--- config.mk ---
export PLATFORM = sky130hd
export DESIGN_NAME = keepalive_handshake_watchdog_flat
export DESIGN_NICKNAME = d
export VERILOG_FILES = /design/src/rtl/kahw_pkg.sv /design/src/rtl/kahw_tick_if.sv /design/src/rtl/kahw_status_if.sv /design/src/rtl/kahw_cfg.sv /design/src/rtl/kahw_in_reg.sv /design/src/rtl/kahw_fsm.sv /design/src/rtl/kahw_out_reg.sv /design/src/rtl/keepalive_handshake_watchdog.sv /design/src/flat_wrapper.sv
export SDC_FILE = /design/constraint.sdc
export NUM_CORES = 1
export LEC_CHECK = 0
export BUFFER_PORTS_ARGS = -buffer_cell sky130_fd_sc_hd__clkbuf_2
export CELL_PAD_IN_SITES_DETAIL_PLACEMENT = 0
export CELL_PAD_IN_SITES_GLOBAL_PLACEMENT = 2
export CORE_MARGIN = 2
export CORE_UTILIZATION = 38
export CTS_CLUSTER_DIAMETER = 30
export DETAILED_ROUTE_END_ITERATION = 8
export GPL_TIMING_DRIVEN = 1
export PLACE_DENSITY_LB_ADDON = 0.1
export SLEW_MARGIN = 40
export SYNTH_ARGS = -nofsm -noshare
export SYNTH_HDL_FRONTEND = slang
export SYNTH_SLANG_ARGS = --single-unit
--- constraint.sdc ---
create_clock -name clk -period 25.9 [get_ports clk]
set_clock_uncertainty 0.1 [all_clocks]
set_input_delay 3.885 -clock clk [delete_from_list [all_inputs] [get_ports clk]]
set_output_delay 3.885 -clock clk [all_outputs]
set_load 0.01 [all_outputs]
--- src/rtl/kahw_pkg.sv ---
// ----------------------------------------------------------------------------
// kahw_pkg
// Types and constants shared by the keepalive handshake watchdog modules.
// ----------------------------------------------------------------------------
package kahw_pkg;

  localparam int CFG_IDX_W  = 3;
  localparam int CFG_DATA_W = 24;

  localparam logic [CFG_IDX_W-1:0] CFG_RESPONSE_TIMEOUT = 3'd0;
  localparam logic [CFG_IDX_W-1:0] CFG_POLL_INTERVAL    = 3'd1;
  localparam logic [CFG_IDX_W-1:0] CFG_CHECK_PERIOD     = 3'd2;
  localparam logic [CFG_IDX_W-1:0] CFG_MISS_LIMIT       = 3'd3;
  localparam logic [CFG_IDX_W-1:0] CFG_RESET_PULSE      = 3'd4;

  localparam logic [15:0] RESPONSE_TIMEOUT_RST = 16'd500;
  localparam logic [15:0] POLL_INTERVAL_RST    = 16'd50;
  localparam logic [23:0] CHECK_PERIOD_RST     = 24'd1000;
  localparam logic [15:0] MISS_LIMIT_RST       = 16'd3;
  localparam logic [15:0] RESET_PULSE_RST      = 16'd100;

  typedef enum logic [3:0] {
    PH_LOW   = 4'b0001,
    PH_HIGH  = 4'b0010,
    PH_PULSE = 4'b0100,
    PH_WAIT  = 4'b1000
  } phase_t;

  typedef struct packed {
    logic [15:0] response_timeout_ticks;
    logic [15:0] poll_interval_ticks;
    logic [23:0] check_period_ticks;
    logic [15:0] miss_limit;
    logic [15:0] reset_pulse_ticks;
  } cfg_t;

  typedef struct packed {
    logic        keepalive_drive;
    logic        partner_reset_n;
    logic [15:0] miss_count;
    logic        reset_event;
  } result_t;

endpackage

--- src/rtl/kahw_tick_if.sv ---
// ----------------------------------------------------------------------------
// kahw_tick_if
// Tick channel: one transaction per timer tick with the sampled partner level.
// ----------------------------------------------------------------------------
interface kahw_tick_if;
  logic valid;
  logic ready;
  logic partner_level;

  modport source (output valid, output partner_level, input ready);
  modport sink (input valid, input partner_level, output ready);
endinterface

--- src/rtl/kahw_status_if.sv ---
// ----------------------------------------------------------------------------
// kahw_status_if
// Status channel: one transaction per tick with the watchdog outputs.
// ----------------------------------------------------------------------------
interface kahw_status_if;
  logic        valid;
  logic        ready;
  logic        keepalive_drive;
  logic        partner_reset_n;
  logic [15:0] miss_count;
  logic        reset_event;

  modport source (
    output valid, output keepalive_drive, output partner_reset_n,
    output miss_count, output reset_event, input ready
  );
  modport sink (
    input valid, input keepalive_drive, input partner_reset_n,
    input miss_count, input reset_event, output ready
  );
endinterface

--- src/rtl/kahw_cfg.sv ---
// ----------------------------------------------------------------------------
// kahw_cfg
// Configuration register file with index decode and reset defaults.
// ----------------------------------------------------------------------------
module kahw_cfg (
  input  logic                            clk,
  input  logic                            rst,
  input  logic                            wr_en,
  input  logic [kahw_pkg::CFG_IDX_W-1:0]  wr_index,
  input  logic [kahw_pkg::CFG_DATA_W-1:0] wr_data,
  output kahw_pkg::cfg_t                  cfg
);
  import kahw_pkg::*;

  always_ff @(posedge clk) begin
    if (rst) begin
      cfg.response_timeout_ticks <= RESPONSE_TIMEOUT_RST;
      cfg.poll_interval_ticks    <= POLL_INTERVAL_RST;
      cfg.check_period_ticks     <= CHECK_PERIOD_RST;
      cfg.miss_limit             <= MISS_LIMIT_RST;
      cfg.reset_pulse_ticks      <= RESET_PULSE_RST;
    end else if (wr_en) begin
      case (wr_index)
        CFG_RESPONSE_TIMEOUT: cfg.response_timeout_ticks <= wr_data[15:0];
        CFG_POLL_INTERVAL:    cfg.poll_interval_ticks    <= wr_data[15:0];
        CFG_CHECK_PERIOD:     cfg.check_period_ticks     <= wr_data[23:0];
        CFG_MISS_LIMIT:       cfg.miss_limit             <= wr_data[15:0];
        CFG_RESET_PULSE:      cfg.reset_pulse_ticks      <= wr_data[15:0];
        default: begin
        end
      endcase
    end
  end

endmodule

--- src/rtl/kahw_in_reg.sv ---
// ----------------------------------------------------------------------------
// kahw_in_reg
// Input register for the tick channel.
// ----------------------------------------------------------------------------
module kahw_in_reg (
  input  logic       clk,
  input  logic       rst,
  kahw_tick_if.sink  tick,
  input  logic       take,
  output logic       valid,
  output logic       level
);

  assign tick.ready = !valid || take;

  always_ff @(posedge clk) begin
    if (rst) begin
      valid <= 1'b0;
    end else if (tick.ready) begin
      valid <= tick.valid;
    end
  end

  always_ff @(posedge clk) begin
    if (tick.valid && tick.ready) begin
      level <= tick.partner_level;
    end
  end

endmodule

--- src/rtl/kahw_fsm.sv ---
// ----------------------------------------------------------------------------
// kahw_fsm
// Watchdog state and the per-tick phase evaluation.
// ----------------------------------------------------------------------------
module kahw_fsm (
  input  logic              clk,
  input  logic              rst,
  input  kahw_pkg::cfg_t    cfg,
  input  logic              fire,
  input  logic              level,
  output kahw_pkg::result_t res
);
  import kahw_pkg::*;

  // A tick can pass through at most seven phase changes.
  localparam int CHAIN_STEPS = 7;

  typedef struct packed {
    phase_t      phase;
    logic        fresh;
    logic [15:0] poll_left;
    logic        answered_low;
    logic [15:0] misses;
    logic        drive;
    logic        rline;
    logic        flagged;
    logic        started;
    logic        stop;
  } ch_t;

  phase_t      phase;
  logic [15:0] elapsed;
  logic [15:0] poll_left;
  logic [31:0] period;
  logic        answered_low;
  logic [15:0] misses;
  logic        drive;
  logic        rline;

  logic        t_hit0;
  logic        r_hit0;
  logic        tz;
  logic        rz;
  logic        period_hit;
  logic [15:0] reload;
  logic [31:0] period_base;
  logic [15:0] elapsed_next;
  logic [15:0] poll_left_next;
  logic [31:0] period_next;
  ch_t         chain [CHAIN_STEPS+1];
  ch_t         fin;

  function automatic logic [15:0] sat_inc16(input logic [15:0] v);
    return (v == 16'hFFFF) ? v : v + 16'd1;
  endfunction

  function automatic ch_t enter(input ch_t s, input phase_t p);
    ch_t n;
    n = s;
    n.phase = p;
    n.fresh = 1'b1;
    n.poll_left = '0;
    return n;
  endfunction

  function automatic ch_t step(
    input ch_t         s,
    input logic        lvl,
    input logic        th0,
    input logic        rh0,
    input logic        t_zero,
    input logic        r_zero,
    input logic        p_hit,
    input logic [15:0] rld,
    input logic [15:0] limit
  );
    ch_t  n;
    logic hit;
    logic judge;
    n = s;
    hit = 1'b0;
    judge = 1'b0;
    if (!s.stop) begin
      case (s.phase)
        PH_LOW, PH_HIGH: begin
          n.drive = (s.phase == PH_HIGH);
          hit = s.fresh ? t_zero : th0;
          if (s.poll_left != '0) begin
            n.stop = 1'b1;
          end else if (hit) begin
            if (s.phase == PH_LOW) begin
              n.answered_low = 1'b0;
              n = enter(n, PH_HIGH);
            end else begin
              n.misses = sat_inc16(s.misses);
              judge = 1'b1;
            end
          end else if (s.phase == PH_LOW && !lvl) begin
            n.answered_low = 1'b1;
            n = enter(n, PH_HIGH);
          end else if (s.phase == PH_HIGH && lvl) begin
            n.misses = s.answered_low ? 16'd0 : sat_inc16(s.misses);
            judge = 1'b1;
          end else begin
            n.poll_left = rld;
            n.stop = 1'b1;
          end
        end
        PH_PULSE: begin
          hit = s.fresh ? r_zero : rh0;
          if (hit) begin
            n.rline = 1'b1;
            n.misses = '0;
            n = enter(n, PH_WAIT);
          end else begin
            n.stop = 1'b1;
          end
        end
        PH_WAIT: begin
          if (s.started || !p_hit) begin
            n.stop = 1'b1;
          end else begin
            n.started = 1'b1;
            n = enter(n, PH_LOW);
          end
        end
        default: begin
          n.stop = 1'b1;
        end
      endcase
      if (judge) begin
        if (n.misses >= limit) begin
          n.rline = 1'b0;
          n.flagged = 1'b1;
          n = enter(n, PH_PULSE);
        end else begin
          n = enter(n, PH_WAIT);
        end
      end
    end
    return n;
  endfunction

  assign t_hit0     = (elapsed >= cfg.response_timeout_ticks);
  assign r_hit0     = (elapsed >= cfg.reset_pulse_ticks);
  assign tz         = (cfg.response_timeout_ticks == '0);
  assign rz         = (cfg.reset_pulse_ticks == '0);
  assign period_hit = (period >= {8'd0, cfg.check_period_ticks});
  assign reload     = (cfg.poll_interval_ticks == '0) ? 16'd1 : cfg.poll_interval_ticks;

  always_comb begin
    chain[0].phase        = phase;
    chain[0].fresh        = 1'b0;
    chain[0].poll_left    = poll_left;
    chain[0].answered_low = answered_low;
    chain[0].misses       = misses;
    chain[0].drive        = drive;
    chain[0].rline        = rline;
    chain[0].flagged      = 1'b0;
    chain[0].started      = 1'b0;
    chain[0].stop         = 1'b0;
    for (int i = 0; i < CHAIN_STEPS; i++) begin
      chain[i+1] = step(chain[i], level, t_hit0, r_hit0, tz, rz, period_hit, reload,
                        cfg.miss_limit);
    end
  end

  assign fin = chain[CHAIN_STEPS];

  assign elapsed_next   = fin.fresh ? 16'd1 : sat_inc16(elapsed);
  assign poll_left_next = (fin.poll_left != '0) ? fin.poll_left - 16'd1 : fin.poll_left;
  assign period_base    = fin.started ? period - {8'd0, cfg.check_period_ticks} : period;
  assign period_next    = (period_base == '1) ? period_base : period_base + 32'd1;

  assign res.keepalive_drive = fin.drive;
  assign res.partner_reset_n = fin.rline;
  assign res.miss_count      = fin.misses;
  assign res.reset_event     = fin.flagged;

  always_ff @(posedge clk) begin
    if (rst) begin
      phase        <= PH_LOW;
      elapsed      <= '0;
      poll_left    <= '0;
      period       <= '0;
      answered_low <= 1'b0;
      misses       <= '0;
      drive        <= 1'b0;
      rline        <= 1'b1;
    end else if (fire) begin
      phase        <= fin.phase;
      elapsed      <= elapsed_next;
      poll_left    <= poll_left_next;
      period       <= period_next;
      answered_low <= fin.answered_low;
      misses       <= fin.misses;
      drive        <= fin.drive;
      rline        <= fin.rline;
    end
  end

endmodule

--- src/rtl/kahw_out_reg.sv ---
// ----------------------------------------------------------------------------
// kahw_out_reg
// Result register driving the status channel.
// ----------------------------------------------------------------------------
module kahw_out_reg (
  input  logic                clk,
  input  logic                rst,
  input  logic                load,
  input  kahw_pkg::result_t   res,
  output logic                can_load,
  kahw_status_if.source       status
);
  import kahw_pkg::*;

  result_t held;

  assign can_load = !status.valid || status.ready;

  always_ff @(posedge clk) begin
    if (rst) begin
      status.valid <= 1'b0;
    end else if (can_load) begin
      status.valid <= load;
    end
  end

  always_ff @(posedge clk) begin
    if (load && can_load) begin
      held <= res;
    end
  end

  assign status.keepalive_drive = held.keepalive_drive;
  assign status.partner_reset_n = held.partner_reset_n;
  assign status.miss_count      = held.miss_count;
  assign status.reset_event     = held.reset_event;

endmodule

--- src/rtl/keepalive_handshake_watchdog.sv ---
// ----------------------------------------------------------------------------
// keepalive_handshake_watchdog
// Handshake watchdog that checks a partner over a keepalive line pair.
// ----------------------------------------------------------------------------
// Each tick transaction carries one sample of the partner line and yields one
// status transaction with the keepalive drive level, the partner reset line,
// the miss count and a reset event flag. The block takes one transaction per
// clock while the status channel is not stalled; a tick passes through an
// input register and a result register before its status appears. All phase
// changes that a tick causes are evaluated combinationally between those two
// registers. Configuration writes are meant for idle periods only.
module keepalive_handshake_watchdog (
  input  logic                            clk,
  input  logic                            rst,
  input  logic                            wr_en,
  input  logic [kahw_pkg::CFG_IDX_W-1:0]  wr_index,
  input  logic [kahw_pkg::CFG_DATA_W-1:0] wr_data,
  kahw_tick_if.sink                       tick,
  kahw_status_if.source                   status
);
  import kahw_pkg::*;

  cfg_t    cfg;
  result_t res;
  logic    s1_valid;
  logic    s1_level;
  logic    can_load;
  logic    fire;

  assign fire = s1_valid && can_load;

  kahw_cfg u_cfg (
    .clk      (clk),
    .rst      (rst),
    .wr_en    (wr_en),
    .wr_index (wr_index),
    .wr_data  (wr_data),
    .cfg      (cfg)
  );

  kahw_in_reg u_in_reg (
    .clk   (clk),
    .rst   (rst),
    .tick  (tick),
    .take  (fire),
    .valid (s1_valid),
    .level (s1_level)
  );

  kahw_fsm u_fsm (
    .clk   (clk),
    .rst   (rst),
    .cfg   (cfg),
    .fire  (fire),
    .level (s1_level),
    .res   (res)
  );

  kahw_out_reg u_out_reg (
    .clk      (clk),
    .rst      (rst),
    .load     (fire),
    .res      (res),
    .can_load (can_load),
    .status   (status)
  );

endmodule
--- src/flat_wrapper.sv ---
// flat-port wrapper written by rule: the top's interface ports become plain ports
module keepalive_handshake_watchdog_flat import kahw_pkg::*;
  (clk, rst, wr_en, wr_index, wr_data, tick_valid, tick_partner_level, tick_ready, status_valid, status_keepalive_drive, status_partner_reset_n, status_miss_count, status_reset_event, status_ready);
  kahw_tick_if tick_i ();
  kahw_status_if status_i ();
  input  logic clk;
  input  logic rst;
  input  logic wr_en;
  input  logic [kahw_pkg::CFG_IDX_W-1:0] wr_index;
  input  logic [kahw_pkg::CFG_DATA_W-1:0] wr_data;
  input wire logic [$bits(tick_i.valid)-1:0] tick_valid;
  input wire logic [$bits(tick_i.partner_level)-1:0] tick_partner_level;
  output wire logic [$bits(tick_i.ready)-1:0] tick_ready;
  output wire logic [$bits(status_i.valid)-1:0] status_valid;
  output wire logic [$bits(status_i.keepalive_drive)-1:0] status_keepalive_drive;
  output wire logic [$bits(status_i.partner_reset_n)-1:0] status_partner_reset_n;
  output wire logic [$bits(status_i.miss_count)-1:0] status_miss_count;
  output wire logic [$bits(status_i.reset_event)-1:0] status_reset_event;
  input wire logic [$bits(status_i.ready)-1:0] status_ready;
  assign tick_i.valid = tick_valid;
  assign tick_i.partner_level = tick_partner_level;
  assign tick_ready = tick_i.ready;
  assign status_valid = status_i.valid;
  assign status_keepalive_drive = status_i.keepalive_drive;
  assign status_partner_reset_n = status_i.partner_reset_n;
  assign status_miss_count = status_i.miss_count;
  assign status_reset_event = status_i.reset_event;
  assign status_i.ready = status_ready;
  keepalive_handshake_watchdog u_core (.clk(clk), .rst(rst), .wr_en(wr_en), .wr_index(wr_index), .wr_data(wr_data), .tick(tick_i), .status(status_i));
endmodule
# Yosys cells after proc, flatten, opt, wreduce, memory -nomap -nowiden
# Index checks and enable logic that the tools add are counted.
[word_totals]
in_bits = 33
register_bits = 197
wordCells = 376
out_inout_bits = 21
[classes]
n_mux = 239
n_reduce_logical = 54
n_lt_le_gt_ge = 10
eq_ne = 42
n_addsub = 11
[ops]
columns = ["operator", "n"]
rows = [
  ["$mux W43", 27],
  ["$mux W42", 27],
  ["$pmux W42 S3", 7],
  ["$mux W16", 53],
  ["$mux W22", 7],
  ["$ge A16 B16 Y1", 9],
  ["$add A16 B1 Y16 const B", 8],
  ["$eq A16 B16 Y1 const B", 8],
  ["$reduce_bool A16 Y1", 8],
  ["$mux W1", 102],
  ["$mux W32", 2],
  ["$logic_not A16 Y1", 3],
  ["$mux W5", 7],
  ["$add A32 B1 Y32 const B", 1],
  ["$eq A32 B32 Y1 const B", 1],
  ["$ge A32 B24 Y1", 1],
  ["$sub A32 B24 Y32", 1],
  ["$eq A4 B1 Y1 const B", 7],
  ["$eq A4 B2 Y1 const B", 7],
  ["$eq A4 B3 Y1 const B", 7],
  ["$eq A4 B4 Y1 const B", 7],
  ["$pmux W1 S3", 7],
  ["$logic_and A1 B1 Y1", 17],
  ["$sub A16 B1 Y16 const B", 1],
  ["other kinds (9)", 31],
]

# Depth between registers and ports, before layout
[depth]
word_depth = 92
depth_mapped = 135
mapped_depth_nobuf = 130

# Modules after synthesis
# A second synthesis with hierarchy kept.
[hier_totals]
hier_cells = 2865
hier_area_um2 = 21388.0
[modules_own_cells]
columns = ["mod", "area_each_um2", "n_inst", "cells_each", "seq_area_each_um2"]
rows = [
  ["kahw_fsm", 17113.9, 1, 2503, 1741.7],
  ["kahw_cfg", 3557.2, 1, 331, 1761.7],
  ["kahw_out_reg", 625.6, 1, 24, 590.6],
  ["kahw_in_reg", 85.1, 1, 6, 50.0],
  ["keepalive_handshake_watchdog", 6.3, 1, 1, 0.0],
]

# Least setup slack after synthesis
# Ideal clock, no wire load.
[synth_path]
path_type = "reg-to-reg"
from = "register u_core.u_cfg.cfg[77] (netlist name)"
to = "register u_core.u_out_reg.held (netlist bit u_core.u_out_reg.status.miss_count[0]) (data pin)"
stages_incl_launch_ff = 127
n_path_buf = 9
setup_ps = 127
t_required_ps = 25673
setup_slack_ps = 3647
arrival_ps = 22026
period_less_slack_ps = 22253
cell_sequence = "dfxtp_1 -> inv_1 -> ha_1 -> o21a_1 -> o211ai_1 -> a2111o_1 -> o21ai_1 -> buf_2 -> mux2i_1 -> o21ai_0 -> o21ai_0 -> o31a_1 -> buf_2 -> clkinv_1 -> ha_1 -> nand4_1 -> a2111oi_0 -> a21o_1 -> [91 not listed] -> a21oi_1 -> nor2b_1 -> o21ai_0 -> nand2b_1 -> a21oi_1 -> nor2b_1 -> o21ai_0 -> nand2b_1 -> a21oi_1 -> nor2b_1 -> o21ai_0 -> nand2b_1 -> a21oi_1 -> nor2b_1 -> o21ai_0 -> o211ai_1 -> or2_1 -> inv_1"
[synth_lines]
columns = ["item", "line", "text"]
rows = [
  ["end signal: assignment", "kahw_out_reg.sv:29", "held <= res;"],
  ["end: declaration", "kahw_out_reg.sv:15", "result_t held;"],
]

==> impl_metrics.env <==
export IMPL_pre_cts_ws_ns=0.714
export IMPL_fp_dieH_um=239
export IMPL_root_buffer="clkbuf_16"
export IMPL_hold_viol_final=0
export IMPL_grt_usage=0.345
export IMPL_clockBufferDepth=2
export IMPL_cts_tree="yes"
export IMPL_crit_path_top_delay_cell="o31ai_1"
export IMPL_ys_seq_area_frac=0.197
export IMPL_top_layer="met4"
export IMPL_postRouteAntennaNets=0
export IMPL_clk_latency_ns=0.47
export IMPL_dp_final_hpwl_um=78400
export IMPL_startpoint="u_core.u_fsm.elapsed[13]$_SDFFE_PP0P_"
export IMPL_dr_wl_met2_um=45600
export IMPL_slew_violations=0
export IMPL_finalCritPeriodShare=0.935
export IMPL_peakVddDrop_mv=0.0957
export IMPL_reg2reg_depth=124
export IMPL_yosysTopAreaCellShare=0.168
export IMPL_endpoint="u_core.u_out_reg.status.miss_count[0]$_DFFE_PP_"
export IMPL_worstMarginPinSlew_ns=1.01
export IMPL_hold_depth=2
export IMPL_drt_initial_drc_count=2057
export IMPL_startpoint_type="flip-flop"
export IMPL_yosys_top_cells_area="dfxtp_1 17%, ha_1 9.6%, nand2_1 7.8%"
export IMPL_drc=0
export IMPL_synth_nets=3174
export IMPL_synth_commonest_cells="435 x nand2_1, 275 x a21oi_1, 255 x nor2_1, 177 x dfxtp_1, 162 x ha_1"
export IMPL_htreeDepth=4
export IMPL_wl_per_cell_um=26.9
export IMPL_synth_seq_cells=197
export IMPL_synth_cell_types=120
export IMPL_setup_tns_ns=0
export IMPL_synth_most_common_cell="nand2_1"
export IMPL_reg2reg_slack_ns=1.69
export IMPL_viasPerCell=6.50
export IMPL_start_util=0.383
export IMPL_finalCriticalPeriod_ns=24.21
export IMPL_arrival_ns=24.46
export IMPL_yosysWarnings=0
export IMPL_gp_congestion=1.00
export IMPL_synth_main_ff_cell="dfxtp_1"
export IMPL_synthArstFlopShare=0
export IMPL_cts_clk_slew_worst_paths_ns=0.08
export IMPL_end_kind="flip-flop"
export IMPL_grt_ovfl_total=0
export IMPL_portBuffers=53
export IMPL_cts_made_buffers=17
export IMPL_grt_max_degree=48
export IMPL_die_area_mm2=0.0573
export IMPL_fmax_mhz=41.3
export IMPL_drt_total_wl_um=99900
export IMPL_cts_hold_fix_buffers=0
export IMPL_status="complete, no violations"
export IMPL_netlist_instances=2978
export IMPL_r2r_start="u_core.u_fsm.elapsed[13]$_SDFFE_PP0P_"
export IMPL_core_mm2=0.0549
export IMPL_totalPowerFinal_mw=2.77
export IMPL_synth_avg_cell_area_um2=7.06
export IMPL_cpPeakStageDelay_ns=0.68
export IMPL_num_vias=24200
export IMPL_drive_gt1_frac=0.105
export IMPL_die_x_um=239
export IMPL_synth_area_leader_cell="dfxtp_1"
export IMPL_antenna_found_initial=0
export IMPL_cp_max_fo=24
export IMPL_drt_first_pass_iters=7
export IMPL_p_leak_nw=9.17
export IMPL_powerDensity_mw_per_mm2=120
export IMPL_crit_path_frequent_cell="a21o_1"
export IMPL_setup_viol=0
export IMPL_synth_edf_count=20
export IMPL_required_ns=26.15
export IMPL_diodes=0
export IMPL_final_net_count=3196
export IMPL_wl_met3_um=7010
export IMPL_drv_cap=0
export IMPL_r2r_end="u_core.u_out_reg.status.miss_count[0]$_DFFE_PP_"
export IMPL_clock_sinks=197
export IMPL_area_growth_pct=9.90
export IMPL_hold_class="flip-flop to flip-flop"
export IMPL_ioPinCount=54
export IMPL_grt_pass1_vias=23200
export IMPL_wl_met1_um=40600
export IMPL_timing_worst_setup_path_type="flip-flop to flip-flop"
export IMPL_relSlewSlack=0.321
export IMPL_syn_area_mm2=0.0210
export IMPL_row_count=86
export IMPL_grt_pass1_wl_um=149000
export IMPL_fin_ws_ns=1.69
-- worst max-delay path, delay by kind of cell, from the launching register on --
| kind | cells | cell delay, ns |
|---|---|---|
| adders and majority gates | 7 | 1.98 |
| DFF | 1 | 0.50 |
| and+or+nand+nor | 28 | 4.84 |
| muxes | 2 | 0.67 |
| buffers and inverters | 9 | 1.15 |
| AOI/OAI and AO/OA | 78 | 14.79 |
-- flip-flops by register name, indices dropped and copies added, names as in the netlist --
| signal | cells |
|---|---|
| u_core.u_out_reg.status.partner_reset_n | 1 |
| u_core.u_in_reg.valid | 1 |
| u_core.u_fsm.rline | 1 |
| u_core.u_fsm.phase | 4 |
| u_core.u_out_reg.status.valid | 1 |
| u_core.u_fsm.period | 32 |
| u_core.u_fsm.answered_low | 1 |
| u_core.u_fsm.misses | 16 |
| u_core.u_cfg.cfg | 88 |
| u_core.u_out_reg.status.reset_event | 1 |
| u_core.u_in_reg.level | 1 |
| u_core.u_fsm.elapsed | 16 |
| u_core.u_fsm.poll_left | 16 |
| u_core.u_fsm.drive | 1 |
| u_core.u_out_reg.status.keepalive_drive | 1 |
| u_core.u_out_reg.status.miss_count | 16 |
-- kinds of logic after synthesis --
logic type / synth area share
DFF: 0.197
adders and majority gates: 0.0973
AOI/OAI and AO/OA: 0.302
xor gates and xnor gates: 0.0258
buffers and inverters: 0.0567
and+or+nand+nor: 0.299
muxes: 0.0221
-- layout make-up --
cell class | count | area (um^2)
multi-input cells | 2481 | 15900
fillers | 5882 | 31800
well taps | 704 | 881
repair buffers | 146 | 1000
flip-flops and latches | 197 | 4140
clock buffers | 18 | 439
inverters | 157 | 593
clock inverters | 14 | 141
-- how the worst min path moves through the flow --
stage                                            from                           endpoint  slack (ns)
floorplan           u_core.u_cfg.cfg[18]$_SDFFE_PP0P_  u_core.u_cfg.cfg[18]$_SDFFE_PP0P_        0.34
global placement    u_core.u_cfg.cfg[19]$_SDFFE_PP0P_  u_core.u_cfg.cfg[19]$_SDFFE_PP0P_        0.34
detailed placement  u_core.u_cfg.cfg[25]$_SDFFE_PP0P_  u_core.u_cfg.cfg[25]$_SDFFE_PP0P_        0.35
CTS                 u_core.u_cfg.cfg[25]$_SDFFE_PP0P_  u_core.u_cfg.cfg[25]$_SDFFE_PP0P_        0.36
global route        u_core.u_cfg.cfg[54]$_SDFFE_PP0P_  u_core.u_cfg.cfg[54]$_SDFFE_PP0P_        0.37
finish              u_core.u_cfg.cfg[55]$_SDFFE_PP0P_  u_core.u_cfg.cfg[55]$_SDFFE_PP0P_        0.36
-- cell usage in the layout (no fill, tap or decap), types with 37 or more instances in the layout --
master and instances:
ha_1 162, a21o_1 64, nand3_1 122, buf_4 88, o21ai_0 146, nor3_1 75, clkbuf_2 52, a21oi_1 272
xnor2_1 40, inv_1 151, nor2_1 252, nand4_1 53, nor4_1 51, nand2_1 435, o211ai_1 43, a31oi_1 47
dfxtp_1 177, and2_1 37
-- metrics by stage --
stage	hold WS (ns)	util	area (um^2)	cells
after floorplan	0.336	-	21000	2978
after global placement	0.343	0.406	22300	3679
after detailed placement	0.348	0.407	22300	3682
after CTS	0.357	0.418	22900	3714
after global routing	0.373	0.421	23100	3717
final	0.355	0.421	23100	3717
-- power breakdown --
group          switching (mW)  internal (mW)  leakage, nW
Clock                   0.138          0.130        0.275
Combinational            1.47          0.664         7.27
Sequential             0.0295          0.330         1.62
Total                    1.64           1.12         9.17
-- metal layers --
layer	up-vias	GRT usage
met5	-	0
li1	11100	-
met4	0	0.209
met2	1132	0.565
met1	11600	0.426
met3	285	0.0524
-- timing repair --
item,CTS,global route
buffers inserted,0,2
gates resized for setup,0,37
hold endpoints to repair,0,0
setup endpoints to repair,0,6
Note: power is estimated with default switching activity, not from simulation.
